### src/rtl/rdt_pkg.sv
// Package for the row distance transform block: sizes, register indexes,
// controller states, command/status structs and the saturating increment.
// No dependencies.
package rdt_pkg;

  localparam int MAX_ROW    = 64;
  localparam int LABEL_BITS = 8;

  // stored label width: labels arrive in 8 bits, only LABEL_BITS are kept
  localparam int LAB_W  = (LABEL_BITS < 8) ? LABEL_BITS : 8;
  localparam int IDX_W  = $clog2(MAX_ROW);
  localparam int ROW_W  = 7;   // row_length register and row counters
  localparam int DIST_W = 7;   // stored distance, all ones is infinity

  localparam logic [DIST_W-1:0] DIST_INF = '1;

  localparam logic [1:0] CFG_MULTIREGION = 2'd0;
  localparam logic [1:0] CFG_TORIC       = 2'd1;
  localparam logic [1:0] CFG_ROW_LENGTH  = 2'd2;

  typedef enum logic [3:0] {
    S_LOAD,
    S_FWD_RD,
    S_FWD_EX,
    S_FLUSH,
    S_BWD_RD0,
    S_BWD_INIT,
    S_BWD_RD,
    S_BWD_EX,
    S_OUT_RD,
    S_OUT_LD
  } rdt_state_e;

  typedef struct packed {
    logic load_wr;    // store incoming label
    logic lab_rd;     // read label at current index
    logic dist_rd;    // read distance
    logic rd_nxt;     // distance read at index+1 (mod n) instead of index
    logic fwd_step;   // one forward scan element
    logic flush;      // write the pending forward value, set up backward scan
    logic bwd_init;   // take the seed distance of the backward scan
    logic bwd_step;   // one backward scan element
    logic out_init;   // rewind index for emission
    logic out_load;   // load output register
  } rdt_cmd_t;

  typedef struct packed {
    logic load_last;  // incoming label ends the row
    logic fwd_last;   // this forward element ends the scan
    logic n_one;      // row of one voxel
    logic bwd_last;   // this backward element ends the scan
    logic out_last;   // this result ends the row
    logic out_free;   // output register can take a result
  } rdt_status_t;

  function automatic logic [DIST_W-1:0] inc_sat(input logic [DIST_W-1:0] d);
    if (d >= DIST_INF - DIST_W'(1)) begin
      return DIST_INF;
    end
    return d + DIST_W'(1);
  endfunction

endpackage

### src/rtl/rdt_ctrl.sv
// Controller of the row distance transform: sequences load, forward scan,
// backward scan and emission. Uses rdt_pkg.
module rdt_ctrl
  import rdt_pkg::*;
(
  input  logic        clk_i,
  input  logic        rst_ni,
  input  logic        s_valid_i,
  output logic        s_ready_o,
  input  rdt_status_t status_i,
  output rdt_cmd_t    cmd_o
);

  rdt_state_e state_q, state_d;

  always_ff @(posedge clk_i or negedge rst_ni) begin
    if (!rst_ni) begin
      state_q <= S_LOAD;
    end else begin
      state_q <= state_d;
    end
  end

  always_comb begin
    state_d = state_q;
    unique case (state_q)
      S_LOAD: begin
        if (s_valid_i && status_i.load_last) state_d = S_FWD_RD;
      end
      S_FWD_RD:   state_d = S_FWD_EX;
      S_FWD_EX:   state_d = status_i.fwd_last ? S_FLUSH : S_FWD_RD;
      S_FLUSH:    state_d = status_i.n_one ? S_OUT_RD : S_BWD_RD0;
      S_BWD_RD0:  state_d = S_BWD_INIT;
      S_BWD_INIT: state_d = S_BWD_RD;
      S_BWD_RD:   state_d = S_BWD_EX;
      S_BWD_EX:   state_d = status_i.bwd_last ? S_OUT_RD : S_BWD_RD;
      S_OUT_RD:   state_d = S_OUT_LD;
      S_OUT_LD: begin
        if (status_i.out_free) state_d = status_i.out_last ? S_LOAD : S_OUT_RD;
      end
      default:    state_d = S_LOAD;
    endcase
  end

  always_comb begin
    cmd_o     = '0;
    s_ready_o = 1'b0;
    unique case (state_q)
      S_LOAD: begin
        s_ready_o     = 1'b1;
        cmd_o.load_wr = s_valid_i;
      end
      S_FWD_RD:   cmd_o.lab_rd = 1'b1;
      S_FWD_EX:   cmd_o.fwd_step = 1'b1;
      S_FLUSH: begin
        cmd_o.flush    = 1'b1;
        cmd_o.out_init = status_i.n_one;
      end
      S_BWD_RD0: begin
        cmd_o.dist_rd = 1'b1;
        cmd_o.rd_nxt  = 1'b1;
      end
      S_BWD_INIT: cmd_o.bwd_init = 1'b1;
      S_BWD_RD:   cmd_o.dist_rd = 1'b1;
      S_BWD_EX: begin
        cmd_o.bwd_step = 1'b1;
        cmd_o.out_init = status_i.bwd_last;
      end
      S_OUT_RD:   cmd_o.dist_rd = 1'b1;
      S_OUT_LD:   cmd_o.out_load = status_i.out_free;
      default: ;
    endcase
  end

endmodule

### src/rtl/rdt_datapath.sv
// Datapath of the row distance transform: config registers, label and
// distance stores, scan registers and the output register. Uses rdt_pkg.
module rdt_datapath
  import rdt_pkg::*;
(
  input  logic              clk_i,
  input  logic              rst_ni,
  input  logic              cfg_we_i,
  input  logic [1:0]        cfg_index_i,
  input  logic [ROW_W-1:0]  cfg_wdata_i,
  input  logic [7:0]        label_i,
  input  rdt_cmd_t          cmd_i,
  output rdt_status_t       status_o,
  input  logic              out_ready_i,
  output logic              out_valid_o,
  output logic [5:0]        out_dist_o,
  output logic              out_inf_o,
  output logic              out_last_o
);

  logic [LAB_W-1:0]  label_mem [MAX_ROW];
  logic [DIST_W-1:0] dist_mem  [MAX_ROW];

  logic              multi_q, toric_q;
  logic [ROW_W-1:0]  row_len_q;

  logic [ROW_W-1:0]  count_q, count_d;
  logic [ROW_W-1:0]  n_q, n_d;
  logic [IDX_W-1:0]  idx_q, idx_d;
  logic [IDX_W-1:0]  prev_q, prev_d;
  logic [ROW_W-1:0]  steps_q, steps_d;
  logic              first_q, first_d;
  logic              lap2_q, lap2_d;
  logic              found_q, found_d;
  logic [IDX_W-1:0]  start_q, start_d;
  logic [DIST_W-1:0] pd_q, pd_d;      // forward: pending distance of prev
  logic [LAB_W-1:0]  pl_q, pl_d;      // forward: label of prev
  logic [DIST_W-1:0] nd_q, nd_d;      // backward: distance of the next voxel
  logic [LAB_W-1:0]  lab_rd_q;
  logic [DIST_W-1:0] dist_rd_q;

  logic              out_valid_q, out_valid_d;
  logic [5:0]        out_dist_q;
  logic              out_inf_q, out_last_q;

  logic [ROW_W-1:0]  n_eff, count_inc;
  logic [IDX_W-1:0]  n_m1, n_m2, nxt_idx, rd_addr, bwd_first;
  logic              is_zero, mismatch, found_now, go2, at_end;
  logic [IDX_W-1:0]  start_now;
  logic [DIST_W-1:0] cd, bwd_new;
  logic              dwe;
  logic [IDX_W-1:0]  dwaddr;
  logic [DIST_W-1:0] dwdata;

  // configuration
  always_ff @(posedge clk_i or negedge rst_ni) begin
    if (!rst_ni) begin
      multi_q   <= 1'b0;
      toric_q   <= 1'b0;
      row_len_q <= ROW_W'(64);
    end else if (cfg_we_i) begin
      case (cfg_index_i)
        CFG_MULTIREGION: multi_q   <= cfg_wdata_i[0];
        CFG_TORIC:       toric_q   <= cfg_wdata_i[0];
        CFG_ROW_LENGTH:  row_len_q <= cfg_wdata_i;
        default: ;
      endcase
    end
  end

  always_comb begin
    if (row_len_q == '0) begin
      n_eff = ROW_W'(1);
    end else if (row_len_q > ROW_W'(MAX_ROW)) begin
      n_eff = ROW_W'(MAX_ROW);
    end else begin
      n_eff = row_len_q;
    end
  end

  assign count_inc = count_q + ROW_W'(1);
  assign n_m1      = IDX_W'(n_q - ROW_W'(1));
  assign n_m2      = IDX_W'(n_q - ROW_W'(2));
  assign nxt_idx   = (idx_q == n_m1) ? '0 : idx_q + IDX_W'(1);
  assign rd_addr   = cmd_i.rd_nxt ? nxt_idx : idx_q;
  assign bwd_first = !toric_q ? n_m2 : ((start_q == '0) ? n_m1 : start_q - IDX_W'(1));

  // forward element
  assign is_zero   = (lab_rd_q == '0);
  assign mismatch  = (pl_q != lab_rd_q);
  assign found_now = found_q || is_zero;
  assign start_now = found_q ? start_q : idx_q;
  assign go2       = toric_q && !multi_q && found_now && (start_now != '0);
  assign at_end    = lap2_q ? (idx_q == start_q - IDX_W'(1)) : (idx_q == n_m1);

  always_comb begin
    if (first_q) begin
      cd = (multi_q || is_zero) ? '0 : DIST_INF;
    end else if (!multi_q) begin
      cd = is_zero ? '0 : inc_sat(pd_q);
    end else begin
      cd = mismatch ? '0 : inc_sat(pd_q);
    end
  end

  assign bwd_new = (nd_q < dist_rd_q) ? inc_sat(nd_q) : dist_rd_q;

  always_comb begin
    dwe    = 1'b0;
    dwaddr = prev_q;
    dwdata = pd_q;
    if (cmd_i.fwd_step) begin
      dwe    = !first_q;
      dwdata = (multi_q && mismatch) ? '0 : pd_q;
    end else if (cmd_i.flush) begin
      dwe    = 1'b1;
      dwdata = multi_q ? '0 : pd_q;   // multiregion: last voxel is a border
    end else if (cmd_i.bwd_step) begin
      dwe    = 1'b1;
      dwaddr = idx_q;
      dwdata = bwd_new;
    end
  end

  always_comb begin
    count_d = count_q;
    n_d     = n_q;
    idx_d   = idx_q;
    prev_d  = prev_q;
    steps_d = steps_q;
    first_d = first_q;
    lap2_d  = lap2_q;
    found_d = found_q;
    start_d = start_q;
    pd_d    = pd_q;
    pl_d    = pl_q;
    nd_d    = nd_q;

    if (cmd_i.load_wr) begin
      if (count_inc >= n_eff) begin
        count_d = '0;
        n_d     = n_eff;
        idx_d   = '0;
        first_d = 1'b1;
        lap2_d  = 1'b0;
        found_d = 1'b0;
        start_d = '0;
      end else begin
        count_d = count_inc;
      end
    end

    if (cmd_i.fwd_step) begin
      pd_d    = cd;
      pl_d    = lab_rd_q;
      prev_d  = idx_q;
      first_d = 1'b0;
      if (!multi_q && !lap2_q && is_zero && !found_q) begin
        found_d = 1'b1;
        start_d = idx_q;
      end
      if (at_end && !lap2_q && go2) begin
        lap2_d = 1'b1;
        idx_d  = '0;
      end else begin
        idx_d  = idx_q + IDX_W'(1);
      end
    end

    if (cmd_i.flush) begin
      idx_d   = bwd_first;
      steps_d = n_q - ROW_W'(1);
    end

    if (cmd_i.bwd_init) nd_d = dist_rd_q;

    if (cmd_i.bwd_step) begin
      nd_d    = bwd_new;
      idx_d   = (idx_q == '0) ? n_m1 : idx_q - IDX_W'(1);
      steps_d = steps_q - ROW_W'(1);
    end

    if (cmd_i.out_load) idx_d = idx_q + IDX_W'(1);
    if (cmd_i.out_init) idx_d = '0;
  end

  always_ff @(posedge clk_i or negedge rst_ni) begin
    if (!rst_ni) begin
      count_q     <= '0;
      n_q         <= ROW_W'(1);
      idx_q       <= '0;
      prev_q      <= '0;
      steps_q     <= '0;
      first_q     <= 1'b1;
      lap2_q      <= 1'b0;
      found_q     <= 1'b0;
      start_q     <= '0;
      out_valid_q <= 1'b0;
    end else begin
      count_q     <= count_d;
      n_q         <= n_d;
      idx_q       <= idx_d;
      prev_q      <= prev_d;
      steps_q     <= steps_d;
      first_q     <= first_d;
      lap2_q      <= lap2_d;
      found_q     <= found_d;
      start_q     <= start_d;
      out_valid_q <= out_valid_d;
    end
  end

  always_ff @(posedge clk_i) begin
    pd_q <= pd_d;
    pl_q <= pl_d;
    nd_q <= nd_d;
  end

  // stores
  always_ff @(posedge clk_i) begin
    if (cmd_i.load_wr) label_mem[count_q[IDX_W-1:0]] <= label_i[LAB_W-1:0];
    if (cmd_i.lab_rd) lab_rd_q <= label_mem[idx_q];
  end

  always_ff @(posedge clk_i) begin
    if (dwe) dist_mem[dwaddr] <= dwdata;
    if (cmd_i.dist_rd) dist_rd_q <= dist_mem[rd_addr];
  end

  // output register
  assign out_valid_d = cmd_i.out_load ? 1'b1 : (out_ready_i ? 1'b0 : out_valid_q);

  always_ff @(posedge clk_i) begin
    if (cmd_i.out_load) begin
      out_inf_q  <= dist_rd_q[DIST_W-1];
      out_dist_q <= dist_rd_q[DIST_W-1] ? 6'h3F : dist_rd_q[5:0];
      out_last_q <= (idx_q == n_m1);
    end
  end

  assign out_valid_o = out_valid_q;
  assign out_dist_o  = out_dist_q;
  assign out_inf_o   = out_inf_q;
  assign out_last_o  = out_last_q;

  assign status_o.load_last = (count_inc >= n_eff);
  assign status_o.fwd_last  = at_end && (lap2_q || !go2);
  assign status_o.n_one     = (n_q == ROW_W'(1));
  assign status_o.bwd_last  = (steps_q == ROW_W'(1));
  assign status_o.out_last  = (idx_q == n_m1);
  assign status_o.out_free  = !out_valid_q || out_ready_i;

endmodule

### src/rtl/row_distance_transform_top.sv
// Top level of the row distance transform: controller plus datapath.
// Depends on rdt_pkg, rdt_ctrl and rdt_datapath.
//
// Usage:
//   s_axis carries one voxel label per transfer (tdata[7:0]) in row order.
//   The row ends when the load count reaches row_length (0 acts as 1, above
//   64 acts as 64). Configuration writes go through cfg_we_i/cfg_index_i/
//   cfg_wdata_i while the block is idle.
//   m_axis emits one result per voxel in order: tdata[5:0] distance,
//   tuser[0] infinite flag, tlast on the final voxel of the row.
// Sequence:
//   Loading takes one voxel per cycle. After the last voxel the forward
//   scan reads and then processes each voxel (a second partial lap in
//   toric plain mode), a flush step follows, then the backward scan reads
//   and then processes each voxel, then emission reads and then loads
//   each result. A one-voxel row skips the backward scan. Each step reads
//   first because the two stores have registered reads.
//   s_axis_tready is high only while a row is being loaded.
// Reset: registers return to defaults (row_length 64), load count clears.
//   The stores are not cleared. A stalled receiver holds the output
//   register and the emission sequence waits; loading of the next row may
//   start while the final result still waits.
module row_distance_transform_top
  import rdt_pkg::*;
(
  input  logic             clk_i,
  input  logic             rst_ni,
  input  logic             cfg_we_i,
  input  logic [1:0]       cfg_index_i,
  input  logic [ROW_W-1:0] cfg_wdata_i,
  input  logic             s_axis_tvalid,
  output logic             s_axis_tready,
  input  logic [7:0]       s_axis_tdata,   // [7:0] voxel_label
  output logic             m_axis_tvalid,
  input  logic             m_axis_tready,
  output logic [7:0]       m_axis_tdata,   // [5:0] distance, [7:6] zero
  output logic [0:0]       m_axis_tuser,   // [0] is_infinite
  output logic             m_axis_tlast
);

  rdt_cmd_t    cmd;
  rdt_status_t status;
  logic [5:0]  out_dist;
  logic        out_inf;

  rdt_ctrl u_ctrl (
    .clk_i     (clk_i),
    .rst_ni    (rst_ni),
    .s_valid_i (s_axis_tvalid),
    .s_ready_o (s_axis_tready),
    .status_i  (status),
    .cmd_o     (cmd)
  );

  rdt_datapath u_datapath (
    .clk_i       (clk_i),
    .rst_ni      (rst_ni),
    .cfg_we_i    (cfg_we_i),
    .cfg_index_i (cfg_index_i),
    .cfg_wdata_i (cfg_wdata_i),
    .label_i     (s_axis_tdata),
    .cmd_i       (cmd),
    .status_o    (status),
    .out_ready_i (m_axis_tready),
    .out_valid_o (m_axis_tvalid),
    .out_dist_o  (out_dist),
    .out_inf_o   (out_inf),
    .out_last_o  (m_axis_tlast)
  );

  assign m_axis_tdata = {2'b00, out_dist};
  assign m_axis_tuser = out_inf;

endmodule

### config.mk
export PLATFORM = sky130hd
export DESIGN_NAME = row_distance_transform_top
export DESIGN_NICKNAME = d
export VERILOG_FILES = /design/src/rtl/rdt_pkg.sv /design/src/rtl/rdt_ctrl.sv /design/src/rtl/rdt_datapath.sv /design/src/rtl/row_distance_transform_top.sv
export SDC_FILE = /design/constraint.sdc
export NUM_CORES = 1
export LEC_CHECK = 0
export BUFFER_PORTS_ARGS = -buffer_cell sky130_fd_sc_hd__buf_2
export CAP_MARGIN = 5
export CORE_UTILIZATION = 41
export CTS_CLUSTER_SIZE = 25
export DETAILED_ROUTE_END_ITERATION = 12
export PLACE_DENSITY = 0.62
export SYNTH_ARGS = -nofsm -noshare
export SYNTH_HDL_FRONTEND = slang
export SYNTH_SLANG_ARGS = --single-unit
### constraint.sdc
create_clock -name clk_i -period 3.32 [get_ports clk_i]
set_clock_uncertainty 0.1 [all_clocks]
set_input_delay 0.332 -clock clk_i [delete_from_list [all_inputs] [get_ports clk_i]]
set_output_delay 0.332 -clock clk_i [all_outputs]
set_load 0.1 [all_outputs]
==> results.json <==
{
  "min_path_type": "in -> async",
  "r2r_start": "u_datapath.n_q[0]$_DFFE_PN1P_",
  "antenna_found_initial": 1,
  "clock-sinks": 1061,
  "totalWireLength_um": 122000,
  "cp_slowest_cell": "dfstp_2",
  "final_antenna_net_count": 0,
  "muxShareOfSynthArea_pct": 9.43,
  "coreArea_um2": 111000,
  "synthCells": 3146,
  "final_util_pct": 50.1,
  "path_cells": "inv_2 > ha_4 > xor2_1 > nand3_1 > or3_4 > o211ai_4 > buf_12 > buf_12 > nand2_8 > buf_12 > buf_12 > a22o_1 > a221o_1 > a41oi_2 > nor4_2",
  "highest_layer": "met4",
  "crit-reg2reg-capture": "u_datapath.dist_rd_q[0]$_DFFE_PP_",
  "drt-initial-drc-count": 3277,
  "leakage_nw": 19.1,
  "synthFlopType": "edfxtp_1",
  "p_seq_share_pct": 32.6,
  "dpl_cell_area_um2": 50200,
  "switching_power_mw": 18.2,
  "final_cell_area_um2": 55400,
  "antenna_cells": 0,
  "drtPass1Iterations": 8,
  "io_pins": 34,
  "hold_ws_ns": 0.0803,
  "ys_ff_latch": 1061,
  "maxSlewViolCount": 0,
  "ys_seq_area_share_pct": 69.2,
  "cts_max_level": 3,
  "fillCellCount": 9257,
  "drc": 0,
  "combPwrFrac_pct": 42.4,
  "startpoint_type": "register",
  "grt_pass1_vias": 28225,
  "violations": "setup timing",
  "vias_per_cell": 5.66,
  "max_freq_ghz": 0.268,
  "place_inst": 4834,
  "yosys.area_share.simple_pct": 9.91,
  "met3_length_um": 8250,
  "synth_area_um2": 45600,
  "overflow": 0,
  "timing.final.ws_setup_ns": -0.412,
  "synth-edff-count": 1005,
  "setup.worst_path.end_class": "register",
  "ir_worst_vdd_mv": 0.727,
  "multiInputGateArea_um2": 13700,
  "placementRows": 122,
  "p_clk_share_pct": 25.1,
  "crit_buf_inv": 5,
  "internal_power_mw": 32.9,
  "cp.required_ns": 3.65,
  "cts_made_buffers": 109,
  "met1_length_um": 49600,
  "r2r_slack_ns": -0.41,
  "synth_fa_ha_area_share_pct": 0.795,
  "initial_core_util_pct": 41.3,
  "grt_setup_unrepaired": "yes",
  "crit_path_frequent_cell": "buf_12",
  "area_growth_pct": 21.4,
  "cts-root-buf": "clkbuf_16",
  "synth.top_cells.by_area": "edfxtp_1 (66%), mux4_2 (8.3%), nand2_1 (4.6%), dfrtp_1 (2.9%), nor2_1 (2.1%)",
  "die-area_um2": 113000,
  "slowest_delay_ns": 0.53,
  "crit_arrival_ns": 4.06,
  "track_usage_pct": 21.5,
  "cap_violations": 0,
  "ys_warn_count": 0,
  "reg2reg_depth": 15,
  "die_width_um": 336,
  "synth_compound_area_share_pct": 7.42,
  "port_buffers": 31,
  "register_area_um2": 31600,
  "gp_congestion": 0.888,
  "synth-xor-area-share_pct": 1.09,
  "power.total_mw": 51.1,
  "p_per_area_nw_per_um2": 922,
  "finalSetupViolations": 7,
  "cp_top_family": "compound AO/OA/AOI/OAI gates",
  "path_max_fanout": 9,
  "finalNetCount": 3566,
  "grt_pass1_wl_um": 180000,
  "cts_tree": "built",
  "drive_gt1_share_pct": 26.5,
  "path_clk_slew_ns": 0.06,
  "crit_type": "reg -> reg",
  "worstMarginPinSlew_ns": 1.23,
  "outcome": "complete, but fails checks",
  "syn_avg_cell_area_um2": 14.5,
  "synthDistinctLibCells": 82,
  "dp_hpwl_um": 76500,
  "netlist.area_leader.share_pct": 66.1,
  "layout.cells.non_filler": 5096,
  "grt_max_degree": 75,
  "synth_top_area_cell": "edfxtp_1",
  "clkLatencyLatePin_ns": 0.72,
  "synth_top_family_by_area": "simple AND/OR/NAND/NOR gates",
  "period_needed_ns": 3.73,
  "hold_violations": 0,
  "clockBufferDepth": 3,
  "fp.dieH_um": 336,
  "netSwitchingFraction_pct": 35.6,
  "postSynth.asyncResetShare_pct": 5.28,
  "wl_per_cell_um": 23.9,
  "relSlewSlack_pct": 18.0,
  "wl_met2_um": 59700,
  "min_period_over_period_pct": 112,
  "num_vias": 28831
}
-- worst max-delay path by stage --
stage | from | to | cells after the start
floorplan | u_datapath.n_q[2]$_DFFE_PN0P_ | u_datapath.dist_rd_q[1]$_DFFE_PP_ | 14
global placement | u_datapath.n_q[2]$_DFFE_PN0P_ | u_datapath.dist_rd_q[0]$_DFFE_PP_ | 16
detailed placement | u_datapath.n_q[1]$_DFFE_PN0P_ | u_datapath.dist_rd_q[0]$_DFFE_PP_ | 16
CTS | u_datapath.n_q[0]$_DFFE_PN1P_ | u_datapath.dist_rd_q[0]$_DFFE_PP_ | 15
global route | u_datapath.n_q[1]$_DFFE_PN0P_ | u_datapath.dist_rd_q[3]$_DFFE_PP_ | 17
finish | u_datapath.n_q[0]$_DFFE_PN1P_ | u_datapath.dist_rd_q[0]$_DFFE_PP_ | 15
-- cells in the final DEF (no fill, tap or decap), types with 22 or more instances in the layout --
cell,Yosys,routed
buf_2,38,31
a21oi_1,123,109
nand3_1,87,86
xor2_1,29,29
buf_4,11,335
ha_1,29,27
nand2_1,563,558
o21ai_1,20,25
a31oi_1,53,53
dfrtp_1,53,49
nand4_1,27,27
mux4_2,168,168
clkbuf_16,0,112
o21ai_0,86,74
nor2_1,254,235
edfxtp_1,1005,1005
inv_1,26,22
and3_1,28,28
buf_12,0,48
-- cells in the mapped netlist, drive strengths merged (31+ instances only) --
cell type and n:
nor2 256, edfxtp 1005, mux2 31, dfrtp 53
a21oi 124, nand3 87, nor3 31, nand2 564
mux4 168, o21ai 107, a31oi 53, buf 87
clkbuf 112
-- sequential cells by signal, summed over array words and instances (netlist names), 6 cells and up --
signal and count:
u_datapath.count_q 7, u_datapath.dist_mem 448, u_datapath.dist_rd_q 7, u_datapath.idx_q 6, u_datapath.lab_rd_q 8, u_datapath.label_mem 512
u_datapath.n_q 7, u_datapath.nd_q 7, u_datapath.out_dist_o 6, u_datapath.pd_q 7, u_datapath.pl_q 8, u_datapath.prev_q 6
u_datapath.row_len_q 7, u_datapath.start_q 6, u_datapath.steps_q 7
-- metal layers --
metal | vias to the layer above | global-route usage (%)
li1 | 12846 | -
met1 | 14603 | 28.5
met2 | 1145 | 35.8
met3 | 237 | 3.30
met4 | 0 | 7.66
met5 | - | 0
-- area by class of cell --
class / count / area share, %
Tap cell: 1488 / 3.36
Clock buffer: 125 / 5.07
Clock inverter: 79 / 1.75
Inverter: 27 / 0.183
Timing Repair Buffer: 456 / 7.83
Multi-Input combinational cell: 1860 / 24.8
Sequential cell: 1061 / 57.0
-- stage by stage --
stage / TNS, ns / setup slack, ns
after floorplan: 0 / 0.00376
after global placement: -3.24 / -0.530
after detailed placement: -3.41 / -0.562
after CTS: -2.30 / -0.352
after global routing: -3.70 / -0.509
final: -2.57 / -0.412
-- logic make-up (layout without fill, tap and decap cells) --
kind of cell / count (synthesis) / count (layout)
flip-flops: 1061 / 1061
AND/OR/NAND/NOR: 1055 / 1055
AO/OA/AOI/OAI: 506 / 506
buffers and inverters: 226 / 687
multiplexers: 216 / 216
XOR/XNOR: 52 / 52
adder cells (fa/ha/maj): 29 / 29
other: 1 / 2
-- power groups by stage --
stage | Clock, mW | Sequential, mW | Combinational [mW]
6_report | 12.8 | 16.6 | 21.6
4_1_cts | 13.0 | 16.7 | 21.1
2_1_floorplan | 0 | 16.8 | 11.6
3_3_place_gp | 0 | 16.9 | 19.2
5_1_grt | 13.5 | 16.7 | 23.0
3_5_place_dp | 0 | 16.9 | 19.3
-- what timing repair did --
| action | CTS | global route |
|---|---|---|
| hold buffers | 13 | 0 |
| cloned | 9 | 2 |
| resized for setup | 113 | 54 |
| pin swaps | 54 | 25 |
| endpoints found under the setup margin | 92 | 318 |
| hold endpoints to repair | 33 | 0 |
| buffers inserted | 31 | 6 |
No activity file was read; power rests on OpenSTA's default activity.
